==> src/hdl/uart_register_model_assert.svh <==
// Assertion macros shared by the UART register model RTL.
// Included by the register file and the top level; no other dependencies.
`ifndef UART_REGISTER_MODEL_ASSERT_SVH
`define UART_REGISTER_MODEL_ASSERT_SVH

`ifndef SYNTHESIS
// Check an implication on every rising edge outside reset
`define URM_ASSERT(lbl, clk, rst_n, prop) \
	lbl: assert property (@(posedge clk) disable iff (!rst_n) prop) \
		else $error("uart register model: assertion failed");
// Check that a condition is followed by a result in the next cycle
`define URM_ASSERT_NEXT(lbl, clk, rst_n, pre, post) \
	lbl: assert property (@(posedge clk) disable iff (!rst_n) (pre) |=> (post)) \
		else $error("uart register model: next-cycle assertion failed");
`else
`define URM_ASSERT(lbl, clk, rst_n, prop)
`define URM_ASSERT_NEXT(lbl, clk, rst_n, pre, post)
`endif

`endif

==> src/hdl/urm_pkg.sv <==
// Types, register offsets and bit positions for the UART register model.
// No dependencies; imported by urm_regfile and uart_register_model.
`timescale 1ns / 1ps
`default_nettype none

package urm_pkg;

	// Request kind carried in tuser
	typedef enum logic [1:0] {
		MODE_READ  = 2'd0,
		MODE_WRITE = 2'd1,
		MODE_RX    = 2'd2,
		MODE_BREAK = 2'd3
	} mode_t;

	// Register offsets (DLAB clear names)
	localparam logic [2:0] OFS_RBR = 3'd0;
	localparam logic [2:0] OFS_IER = 3'd1;
	localparam logic [2:0] OFS_IIR = 3'd2;
	localparam logic [2:0] OFS_LCR = 3'd3;
	localparam logic [2:0] OFS_MCR = 3'd4;
	localparam logic [2:0] OFS_LSR = 3'd5;
	localparam logic [2:0] OFS_MSR = 3'd6;
	localparam logic [2:0] OFS_SCR = 3'd7;

	// Interrupt identity codes
	localparam logic [7:0] IIR_NONE = 8'h01;
	localparam logic [7:0] IIR_THRI = 8'h02;
	localparam logic [7:0] IIR_RDI  = 8'h04;

	// Bit positions
	localparam int unsigned LCR_DLAB_BIT = 7;
	localparam int unsigned IER_RDI_BIT  = 0;
	localparam int unsigned IER_THRI_BIT = 1;

	// One accepted request
	typedef struct packed {
		mode_t      mode;
		logic [2:0] reg_offset;
		logic [7:0] data;
	} cmd_t;

	// One result
	typedef struct packed {
		logic       host_ready;
		logic [7:0] tx_byte;
		logic       tx_valid;
		logic       irq;
		logic [7:0] read_data;
	} res_t;

	// Interrupt identity; THRE is always set since transmit completes at once
	function automatic logic [7:0] ident(input logic dr, input logic [7:0] ier);
		logic [7:0] code;
		if (dr && ier[IER_RDI_BIT]) begin
			code = IIR_RDI;
		end else if (ier[IER_THRI_BIT]) begin
			code = IIR_THRI;
		end else begin
			code = IIR_NONE;
		end
		return code;
	endfunction

	// Line status image: TEMT and THRE fixed high, BI and DR kept
	function automatic logic [7:0] lsr_image(input logic bi, input logic dr);
		return {1'b0, 1'b1, 1'b1, bi, 3'b000, dr};
	endfunction

endpackage

`default_nettype wire

==> src/hdl/urm_regfile.sv <==
// UART register state and the combinational next-state update for one request.
// Depends on urm_pkg and uart_register_model_assert.svh.
`timescale 1ns / 1ps
`default_nettype none
`include "uart_register_model_assert.svh"

module urm_regfile (
	input  wire logic          clk,
	input  wire logic          arst_n,
	input  wire logic          en,
	input  wire urm_pkg::cmd_t cmd,
	output urm_pkg::res_t      res
);
	import urm_pkg::*;

	logic [7:0]  rbr_q;
	logic [7:0]  ier_q;
	logic [7:0]  lcr_q;
	logic [7:0]  mcr_q;
	logic [7:0]  msr_q;
	logic [7:0]  scr_q;
	logic [15:0] div_q;
	logic        dr_q;
	logic        bi_q;

	logic [7:0]  rbr_d;
	logic [7:0]  ier_d;
	logic [7:0]  lcr_d;
	logic [7:0]  mcr_d;
	logic [7:0]  msr_d;
	logic [7:0]  scr_d;
	logic [15:0] div_d;
	logic        dr_d;
	logic        bi_d;
	logic        dlab;

	assign dlab = lcr_q[LCR_DLAB_BIT];

	// Decode the request, form next state and the result
	always_comb begin
		rbr_d = rbr_q;
		ier_d = ier_q;
		lcr_d = lcr_q;
		mcr_d = mcr_q;
		msr_d = msr_q;
		scr_d = scr_q;
		div_d = div_q;
		dr_d  = dr_q;
		bi_d  = bi_q;
		res   = '0;
		case (cmd.mode)
			MODE_READ: begin
				case (cmd.reg_offset)
					OFS_RBR: begin
						if (dlab) begin
							res.read_data = div_q[7:0];
						end else begin
							res.read_data  = rbr_q;
							dr_d           = 1'b0;
							bi_d           = 1'b0;
							res.host_ready = 1'b1;
						end
					end
					OFS_IER: res.read_data = dlab ? div_q[15:8] : ier_q;
					OFS_IIR: res.read_data = ident(dr_q, ier_q);
					OFS_LCR: res.read_data = lcr_q;
					OFS_MCR: res.read_data = mcr_q;
					OFS_LSR: res.read_data = lsr_image(bi_q, dr_q);
					OFS_MSR: res.read_data = msr_q;
					OFS_SCR: res.read_data = scr_q;
					default: res.read_data = scr_q;
				endcase
			end
			MODE_WRITE: begin
				case (cmd.reg_offset)
					OFS_RBR: begin
						if (dlab) begin
							div_d[7:0] = cmd.data;
						end else begin
							res.tx_valid = 1'b1;
							res.tx_byte  = cmd.data;
						end
					end
					OFS_IER: begin
						if (dlab) begin
							div_d[15:8] = cmd.data;
						end else begin
							ier_d = cmd.data;
						end
					end
					OFS_LCR: lcr_d = cmd.data;
					OFS_MCR: mcr_d = cmd.data;
					OFS_MSR: msr_d = cmd.data;
					OFS_SCR: scr_d = cmd.data;
					default: begin
						// IIR and LSR are read only: drop the write
					end
				endcase
			end
			MODE_RX: begin
				rbr_d = cmd.data;
				dr_d  = 1'b1;
			end
			MODE_BREAK: begin
				rbr_d = '0;
				dr_d  = 1'b1;
				bi_d  = 1'b1;
			end
			default: begin
			end
		endcase
		res.irq = (ident(dr_d, ier_d) != IIR_NONE);
	end

	// Hold state, advance on each request that passes
	always_ff @(posedge clk or negedge arst_n) begin
		if (!arst_n) begin
			rbr_q <= '0;
			ier_q <= '0;
			lcr_q <= '0;
			mcr_q <= '0;
			msr_q <= '0;
			scr_q <= '0;
			div_q <= '0;
			dr_q  <= 1'b0;
			bi_q  <= 1'b0;
		end else if (en) begin
			rbr_q <= rbr_d;
			ier_q <= ier_d;
			lcr_q <= lcr_d;
			mcr_q <= mcr_d;
			msr_q <= msr_d;
			scr_q <= scr_d;
			div_q <= div_d;
			dr_q  <= dr_d;
			bi_q  <= bi_d;
		end
	end

	// A break always leaves data ready with it
	`URM_ASSERT(a_bi_has_dr, clk, arst_n, bi_q |-> dr_q)
	// A receive buffer read clears both receive flags
	`URM_ASSERT_NEXT(a_rbr_read_clears, clk, arst_n, en && res.host_ready, !dr_q && !bi_q)
	// After a receive buffer read only the transmit interrupt can remain
	`URM_ASSERT(a_read_irq, clk, arst_n, res.host_ready |-> (res.irq == ier_q[IER_THRI_BIT]))

endmodule

`default_nettype wire

==> config.mk <==
export PLATFORM = sky130hd
export DESIGN_NAME = urm_regfile
export DESIGN_NICKNAME = d
export VERILOG_FILES = /design/src/hdl/urm_pkg.sv /design/src/hdl/urm_regfile.sv
export VERILOG_INCLUDE_DIRS = /design/src /design/src/hdl
export SDC_FILE = /design/constraint.sdc
export NUM_CORES = 1
export LEC_CHECK = 0
export ABC_AREA = 1
export BUFFER_PORTS_ARGS = -buffer_cell sky130_fd_sc_hd__buf_2
export CAP_MARGIN = 5
export CORE_ASPECT_RATIO = 1.2
export CORE_MARGIN = 4
export CORE_UTILIZATION = 50
export DETAILED_ROUTE_END_ITERATION = 8
export PLACE_DENSITY = 0.66
export REMOVE_ABC_BUFFERS = 1
export SYNTH_ARGS = -nofsm -noshare
export SYNTH_HDL_FRONTEND = slang
export SYNTH_SLANG_ARGS = --single-unit
==> constraint.sdc <==
create_clock -name clk -period 1.5 [get_ports clk]
set_clock_uncertainty 0.1 [all_clocks]
set_input_delay 0 -clock clk [delete_from_list [all_inputs] [get_ports clk]]
set_output_delay 0 -clock clk [all_outputs]
set_load 0.05 [all_outputs]
==> results of run 1 <==
-- stage by stage --
stage          total power (W)  hold WS [ns]  setup WS (ns)  instance area [um2]
5_1_grt                0.00500        0.0757         -0.368                 4340
2_1_floorplan          0.00280        -0.396         -0.700                 3400
3_5_place_dp           0.00313       -0.0520        -0.0372                 3800
6_report               0.00473        0.0598         -0.311                 4340
3_3_place_gp           0.00310       -0.0505        -0.0487                 3800
4_1_cts                0.00475        0.0702         -0.266                 4320
-- synthesized netlist by cell type --
library cell,number
nand2_1,117
o21ai_0,75
dfrtp_1,66
inv_1,43
nor2_1,32
nand3_1,19
o21ai_2,16
a21oi_1,13
buf_6,9
nand4_1,8
inv_2,5
nand2_4,5
buf_2,3
buf_4,3
clkbuf_1,3
nand3_4,3
nor2_4,3
nor2_8,3
nand2_2,2
nor3_4,2
o21ai_1,2
inv_4,1
nand3_2,1
o21a_1,1
-- worst paths after layout --
kind                       startpoint  slack [ns]        to  depth (start not counted)
max reg2reg                  lcr_q[7]        0.05      bi_q                          7
max in group asynchronous      arst_n        0.92  lcr_q[0]                          3
min                           cmd[11]        0.06      bi_q                          4
min reg2reg                  msr_q[1]        0.38  msr_q[1]                          2
max                          lcr_q[7]       -0.31    res[3]                          9
min in group asynchronous      arst_n        0.08  ier_q[3]                          3
-- cell type report --
cell class              instances  area (um2)  area share
inverters                      49         189      0.0435
multi-input cells             302        1630       0.376
clock buffers                  10         138      0.0317
flip-flops and latches         66        1650       0.380
well taps                      87         109      0.0251
clock inverters                 5        55.1      0.0127
repair buffers                 65         568       0.131
-- critical path, stage by stage, from the launching register on --
cell and delay [ns]:
dfrtp_2 0.46, buf_6 0.14, buf_6 0.11, nand2_1 0.04
o21ai_1 0.07, nand2_1 0.06, nand2_1 0.06, nor2_1 0.04
a21oi_1 0.15, buf_4 0.22
-- per-layer routing --
layer | GRT usage | part of all wire
met5 | 0 | 0
met4 | 0.112 | 0.024
met3 | 0.0427 | 0.049
met2 | 0.350 | 0.47
met1 | 0.298 | 0.45
-- flip-flops by register name (all words and copies together), names as in the netlist, 8 cells and up --
| name | flops |
|---|---|
| div_q | 16 |
| ier_q | 8 |
| lcr_q | 8 |
| mcr_q | 8 |
| msr_q | 8 |
| rbr_q | 8 |
| scr_q | 8 |
-- power by group through the flow --
stage	Combinational, W	Sequential (W)	Clock [W]
global route	0.00115	0.00223	0.00161
global placement	0.000875	0.00223	0
floorplan	0.000575	0.00222	0
finish	0.00103	0.00221	0.00149
CTS	0.00103	0.00220	0.00152
detailed placement	0.000895	0.00223	0
-- repair_timing --
| action | CTS | global route |
|---|---|---|
| gates cloned | 1 | 0 |
| buffers inserted | 2 | 1 |
| hold buffers | 12 | 0 |
| pin swaps | 10 | 1 |
| endpoints found under the hold margin | 90 | 0 |
| endpoints found under the setup margin | 19 | 19 |
| resized for setup | 72 | 8 |
-- cell families (layout without fill, tap and decap cells) --
kind of cell	after synthesis	count (layout)	synth area share
DFF	66	66	0.465
and+or+nand+nor	195	195	0.271
AOI/OAI and AO/OA	107	107	0.169
buffers and inverters	67	129	0.0949
==> run_results.csv, run 1 <==
group,metric,value,unit
placement,dp.cells,553,
global_route,globalRouteTotalUtil,0.224,
timing,fin_crit_sh,1.21,
floorplan,start_util,0.518,
run_status,outcome,"finished, violations left",
timing,fmax,552,MHz
placement,gp_congestion,0.877,
global_route,grt_pass1_vias,2875,
layout,final_cell_mix,"nand2_1 (116), dfrtp_1 (65), o21ai_0 (59), inv_1 (42), nor2_1 (24)",
logic_synthesis,syn-cell-area,0.00355,mm2
layout,antennaDiodeCount,0,
timing,tns,-4.40,ns
routing,drt_pass1_iterations,5,
timing,rsz0062_at_grt,"true",
logic_synthesis,synth_warnings,0,
placement,io_buffers,34,
layout,fin_nets,509,
routing,route.detailed.drc,0,
logic_synthesis,synth_top_area_frac,0.465,
logic_synthesis,synthCells,435,
logic_synthesis,syn_avg_cell_area,8.16,um2
power,pwr-share-seq,0.467,
global_route,antenna_found_initial,0,
floorplan,die_h,100,um
layout,area_growth_syn_to_layout,22.4,%
layout,utilization,0.634,
cts,cts_buffers,9,
power,leakagePower,2.13,nW
routing,via_per_inst,5.27,
cts,htreeDepth,3,
routing,drt_iter0_markers,204,
layout,fin_cells,584,
global_route,grt_first_pass_wirelength,14700,um
cts,clock_path_buffers,2,
timing,worstMarginPinSlew,0.426,ns
power,max-vdd-ir-drop,0.656,mV
timing,final-hold-violation-count,0,
power,clockPowerShare,0.316,
timing,maxSlewViolCount,0,
power,internal_power,0.00325,W
worst_hold_path,hold_path.class,"in -> reg",
floorplan,core,0.00685,mm2
timing,setup_viol,19,
setup_path,worstSetupPathType,"reg -> out",
cts,clock_sinks,66,
power,switchingPower,0.00148,W
timing,relSlewSlack,0.716,
cts,cts_tree,"built",
layout,fillers,619,
global_route,grt_max_degree,67,
layout,final_layout_size_suffix_gt1_frac,0.249,
floorplan,rows,33,
timing,post-route-min-period,1.81,ns
power,p_comb_frac,0.218,
routing,routedWlPerCell,15.3,um
logic_synthesis,synth_top_cell_by_area,"dfrtp_1",
routing,drtAntennaViolNets,0,
power,sw_frac_of_total,0.312,
timing,setup_slack,-0.311,ns
floorplan,io_pins,35,
placement,hpwlAfterDp,6380,um
setup_path,crit_path_end_kind,"output pin",
floorplan,floorplan.die.width,84.9,um
flow_run,drv_cap,0,
routing,drt-total-wl,8950,um
setup_path,arrival,1.71,ns
cts,path_clk_slew,0.08,ns
setup_path,critPathRequiredTime,1.40,ns
logic_synthesis,yosysSeqAreaShare,0.465,
run_status,failed_checks,"setup timing",
setup_path,critPathLaunchType,"flip-flop",
logic_synthesis,synth_cell_type_count,24,
global_route,gr-total-overflow,0,
floorplan,dieArea,0.00851,mm2
logic_synthesis,synth_area_leaders,"dfrtp_1 (47%), nand2_1 (12%), o21ai_0 (11%), inv_1 (4.5%), o21ai_2 (3.9%)",
layout,layout_commonest_cell,"nand2_1",
setup_path,crit_fanout,6,
routing,vias,3076,
logic_synthesis,synth_seq_cells,66,
cts,cts_root_buf,"clkbuf_8",
cts,clkLatencyLatePin,0.35,ns
power,pwr_density_cell,1090,mW/mm2
Note: power is estimated with default switching activity, not from simulation.
==> run 2, diff against run 1 <==
CORE_UTILIZATION = 40   (was 50)
PLACE_DENSITY = 0.57   (was 0.66)
==> run_results.csv, run 2 (synthesized netlist as in run 1, its figures left out) <==
group,metric,value,unit
cts,cts_tree,"built",
setup_path,rr_startpoint,"lcr_q[7]",
worst_hold_path,hold_path.class,"in -> reg",
layout,fillers,870,
power,switchingPower,0.00154,W
power,max-vdd-ir-drop,0.708,mV
timing,setup_slack,-0.248,ns
worst_hold_path,hp-start,"cmd[12]",
timing,fin_crit_sh,1.17,
power,pwr-share-seq,0.441,
run_status,failed_checks,"setup timing",
cts,path_clk_slew,0.08,ns
power,internal_power,0.00347,W
timing,tns,-3.48,ns
cts,clkLatencyLatePin,0.34,ns
power,pwr_density_cell,1120,mW/mm2
routing,drt_iter0_markers,235,
setup_path,rrSetupSlack,0.13,ns
placement,hpwlAfterDp,7050,um
layout,utilization,0.522,
layout,final_cell_mix,"nand2_1 (116), dfrtp_1 (64), o21ai_0 (62), inv_1 (42)",
floorplan,dieArea,0.0104,mm2
timing,setup_viol,19,
floorplan,io_pins,35,
timing,maxSlewViolCount,0,
cts,cts_root_buf,"clkbuf_8",
setup_path,crit_start,"lcr_q[7]",
setup_path,crit_fanout,6,
cts,clock_path_buffers,2,
setup_path,crit_path_end_kind,"output pin",
routing,vias,3097,
layout,layout_commonest_cell,"nand2_1",
placement,gp_congestion,0.859,
cts,cts_buffers,9,
floorplan,rows,37,
timing,relSlewSlack,0.685,
layout,antennaDiodeCount,0,
global_route,grt_first_pass_wirelength,16200,um
global_route,gr-total-overflow,0,
power,p_comb_frac,0.224,
setup_path,arrival,1.65,ns
routing,via_per_inst,4.97,
power,clockPowerShare,0.334,
global_route,antenna_found_initial,0,
routing,drt-total-wl,10000,um
floorplan,die_h,111,um
timing,fmax,572,MHz
setup_path,critPathLaunchType,"flip-flop",
timing,rsz0062_at_grt,"true",
timing,final-hold-violation-count,0,
placement,dp_slack,-0.0278,ns
cts,clock_sinks,66,
routing,drtAntennaViolNets,0,
layout,fin_nets,517,
layout,final_layout_size_suffix_gt1_frac,0.283,
layout,area_growth_syn_to_layout,26.6,%
run_status,outcome,"finished, violations left",
global_route,grt_max_degree,67,
layout,multiInputGateArea,0.00164,mm2
layout,largest_reg_flops,16,
cts,htreeDepth,3,
layout,seqCellArea,0.00165,mm2
power,sw_frac_of_total,0.308,
floorplan,core,0.00861,mm2
floorplan,floorplan.die.width,94.0,um
layout,top_register,"div_q",
routing,drt_pass1_iterations,5,
routing,route.detailed.drc,0,
placement,io_buffers,34,
global_route,globalRouteTotalUtil,0.205,
placement,dp.cells,585,
layout,fin_cells,623,
worst_hold_path,hold_depth,6,
timing,post-route-min-period,1.75,ns
timing,worstMarginPinSlew,0.471,ns
setup_path,worstSetupPathType,"reg -> out",
routing,routedWlPerCell,16.1,um
global_route,grt_pass1_vias,2997,
flow_run,drv_cap,0,
setup_path,critPathRequiredTime,1.40,ns
floorplan,start_util,0.412,
power,leakagePower,2.20,nW
setup_path,reg2regPathDepth,5,
power,p_total,0.00501,W
==> run 2: path summary, 6_finish.rpt <==
check | to
worst max-delay path | res[5]
worst min register to register | msr_q[1]
worst max register to register | ier_q[6]
min in group asynchronous | div_q[8]
max in group asynchronous | lcr_q[7]
worst min-delay path | ier_q[2]
==> run 2: what timing repair did <==
action	4_1_cts	5_1_grt
pin swaps	13	12
cloned	2	0
hold buffers	12	0
endpoints found under the setup margin	19	20
buffers inserted	4	4
endpoints found under the hold margin	90	0
gates resized for setup	65	21
==> run 2: worst max-delay path, stage by stage (launching register included) <==
cell	delay [ns]
dfrtp_2	0.47
buf_6	0.16
o21ai_2	0.13
nand2_1	0.09
nand2_1	0.08
nor2_1	0.05
a21oi_1	0.12
buf_4	0.22
==> run 2: through the flow <==
step,cell area (um2),hold WS (ns)
after floorplan,3400,-0.396
after global placement,3850,-0.0479
after detailed placement,3850,-0.0458
after CTS,4390,0.0710
after global routing,4490,0.104
final,4490,0.0733
==> run 2: power by group through the flow <==
stage / Clock (W) / Sequential, W / Combinational [W]
after global routing: 0.00179 / 0.00224 / 0.00124
after detailed placement: 0 / 0.00223 / 0.000955
final: 0.00168 / 0.00221 / 0.00112
after CTS: 0.00170 / 0.00220 / 0.00108
after global placement: 0 / 0.00223 / 0.000941
after floorplan: 0 / 0.00222 / 0.000575
==> run 2: final cells by class <==
class,instances,share of cell area
sequential,66,0.368
multi-input combinational,302,0.366
timing repair buffer,73,0.143
inverter,49,0.0421
tap,117,0.0326
clock buffer,11,0.0315
clock inverter,5,0.0173
==> run 2: layer usage <==
layer  routed length, um  GRT usage
met5                   0          0
met4                 371     0.0934
met3                 395     0.0299
met2                4810      0.315
met1                4460      0.282
==> run 3, diff against run 2 <==
BUFFER_PORTS_ARGS = -buffer_cell sky130_fd_sc_hd__buf_4   (was -buffer_cell sky130_fd_sc_hd__buf_2)
==> run_results.csv, run 3 (synthesized netlist as in run 1, its figures left out) <==
group,metric,value,unit
floorplan,dieArea,0.0104,mm2
layout,top_register,"div_q",
routing,vias,3126,
setup_path,cpMostUsedCell,"nand2_1",
routing,via_per_inst,5.05,
layout,fin_nets,513,
timing,setup_viol,33,
placement,io_buffers,34,
timing,worstMarginPinSlew,0.502,ns
timing,final-hold-violation-count,0,
setup_path,worstSetupPathType,"reg -> out",
setup_path,crit_fanout,16,
cts,path_clk_slew,0.07,ns
cts,clock_sinks,66,
global_route,grt_max_degree,40,
floorplan,start_util,0.412,
timing,relSlewSlack,0.665,
setup_path,crit_slowest_cell,"dfrtp_2",
routing,routedWlPerCell,16.9,um
timing,tns,-4.69,ns
timing,post-route-min-period,1.84,ns
power,max-vdd-ir-drop,0.790,mV
power,pwr-share-seq,0.447,
timing,setup_slack,-0.338,ns
global_route,gr-total-overflow,0,
cts,cts_root_buf,"clkbuf_8",
placement,gp_congestion,0.887,
global_route,grt_pass1_vias,2989,
flow_run,drv_cap,0,
layout,layout_commonest_cell,"nand2_1",
setup_path,crit_path_cell_trace,"clkbuf_16, o21ai_4, nand2_1, nand2_1, nor2_1, a21oi_1, buf_4",
global_route,antenna_found_initial,0,
layout,area_growth_syn_to_layout,29.4,%
power,p_total,0.00493,W
power,sw_frac_of_total,0.314,
run_status,failed_checks,"setup timing",
floorplan,floorplan.die.width,94.0,um
setup_path,crit_path_end_kind,"output pin",
layout,fillers,857,
power,clockPowerShare,0.315,
routing,drt_iter0_markers,191,
floorplan,rows,37,
timing,fmax,544,MHz
floorplan,core,0.00861,mm2
layout,final_cell_mix,"nand2_1 (109), dfrtp_1 (65), o21ai_0 (51), inv_1 (42), buf_4 (28)",
setup_path,cp_top_family,"flip-flops",
cts,clkLatencyLatePin,0.35,ns
placement,hpwlAfterDp,6950,um
routing,drt_pass1_iterations,5,
cts,cts_buffers,9,
run_status,outcome,"finished, violations left",
floorplan,die_h,111,um
global_route,globalRouteTotalUtil,0.200,
power,p_comb_frac,0.239,
power,leakagePower,2.20,nW
timing,fin_crit_sh,1.23,
worst_hold_path,hold_path.class,"in -> async",
setup_path,critPathRequiredTime,1.40,ns
timing,rsz0062_at_grt,"true",
cts,cts_tree,"built",
layout,antennaDiodeCount,0,
cts,htreeDepth,3,
setup_path,critPathLaunchType,"flip-flop",
setup_path,arrival,1.74,ns
power,pwr_density_cell,1070,mW/mm2
routing,drtAntennaViolNets,0,
global_route,grt_first_pass_wirelength,15800,um
power,switchingPower,0.00155,W
setup_path,rrSetupSlack,-0.06,ns
routing,drt-total-wl,10500,um
layout,largest_reg_flops,16,
cts,clock_path_buffers,2,
setup_path,cp_num_buf_inv,2,
floorplan,io_pins,35,
routing,route.detailed.drc,0,
layout,final_layout_size_suffix_gt1_frac,0.293,
timing,maxSlewViolCount,0,
power,internal_power,0.00338,W
setup_path,max_stage_delay,0.46,ns
==> run 3: cell types whose count changed in the layout (fill, tap and decap cells not counted), moves of 3 or more <==
cell	before	now
o21ai_2	23	26
nand2_1	116	109
nand2_2	3	8
o21ai_1	8	15
buf_6	18	21
buf_2	16	0
o21ai_0	62	51
buf_4	23	28
==> run 3: final cells by class <==
type	instances	area, um2	share of cell area
multi-input cells	305	1730	0.378
flip-flops and latches	66	1650	0.360
repair buffers	66	667	0.145
inverters	49	193	0.0420
clock buffers	14	163	0.0354
well taps	117	146	0.0319
clock inverters	2	35.0	0.00763
==> run 3: path summary, 6_finish.rpt <==
check | start | to | depth (start not counted)
min | arst_n | lcr_q[1] | 2
max reg2reg | lcr_q[7] | ier_q[4] | 8
min reg2reg | msr_q[1] | msr_q[1] | 2
max in group asynchronous | arst_n | lcr_q[7] | 3
max | lcr_q[7] | res[6] | 7
min in group clk | cmd[10] | div_q[9] | 4
==> run 3: power by group through the flow <==
| stage | clock network, W | registers [W] | logic, W |
|---|---|---|---|
| after floorplan | 0 | 0.00222 | 0.000575 |
| after global placement | 0 | 0.00222 | 0.000951 |
| after detailed placement | 0 | 0.00223 | 0.000964 |
| after CTS | 0.00157 | 0.00219 | 0.00105 |
| after global routing | 0.00163 | 0.00223 | 0.00131 |
| final | 0.00155 | 0.00220 | 0.00118 |
==> run 3: through the flow <==
step	utilization	setup WS [ns]	hold WS [ns]	std cells	cell area [um2]
final	0.533	-0.338	0.0134	619	4590
after global routing	0.533	-0.389	0.0583	619	4590
after CTS	0.504	-0.314	0.0240	609	4340
after detailed placement	0.454	-0.0133	-0.146	579	3910
after global placement	0.454	-0.0589	-0.149	579	3910
after floorplan	-	-0.700	-0.396	417	3400
==> run 3: repair_timing <==
item,CTS,global route
gates cloned,0,4
pin swaps,4,13
endpoints found under the hold margin,91,0
buffers inserted,2,6
gates resized for setup,38,52
setup endpoints to repair,18,38
hold buffers,12,0
==> run 3: routing by layer <==
metal | vias up | global-route usage | routed length (um)
met3 | 18 | 0.0339 | 431
met4 | 0 | 0.0732 | 274
li1 | 1536 | - | -
met5 | - | 0 | 0
met1 | 1502 | 0.273 | 4600
met2 | 70 | 0.318 | 5180
==> run 3: worst register-to-register path, stage by stage (launching register included) <==
cell	delay, ns
dfrtp_2	0.46
buf_6	0.14
clkinvlp_4	0.09
buf_6	0.10
nand3_4	0.07
buf_6	0.16
nor2_4	0.22
nand2_1	0.08
o21ai_0	0.08
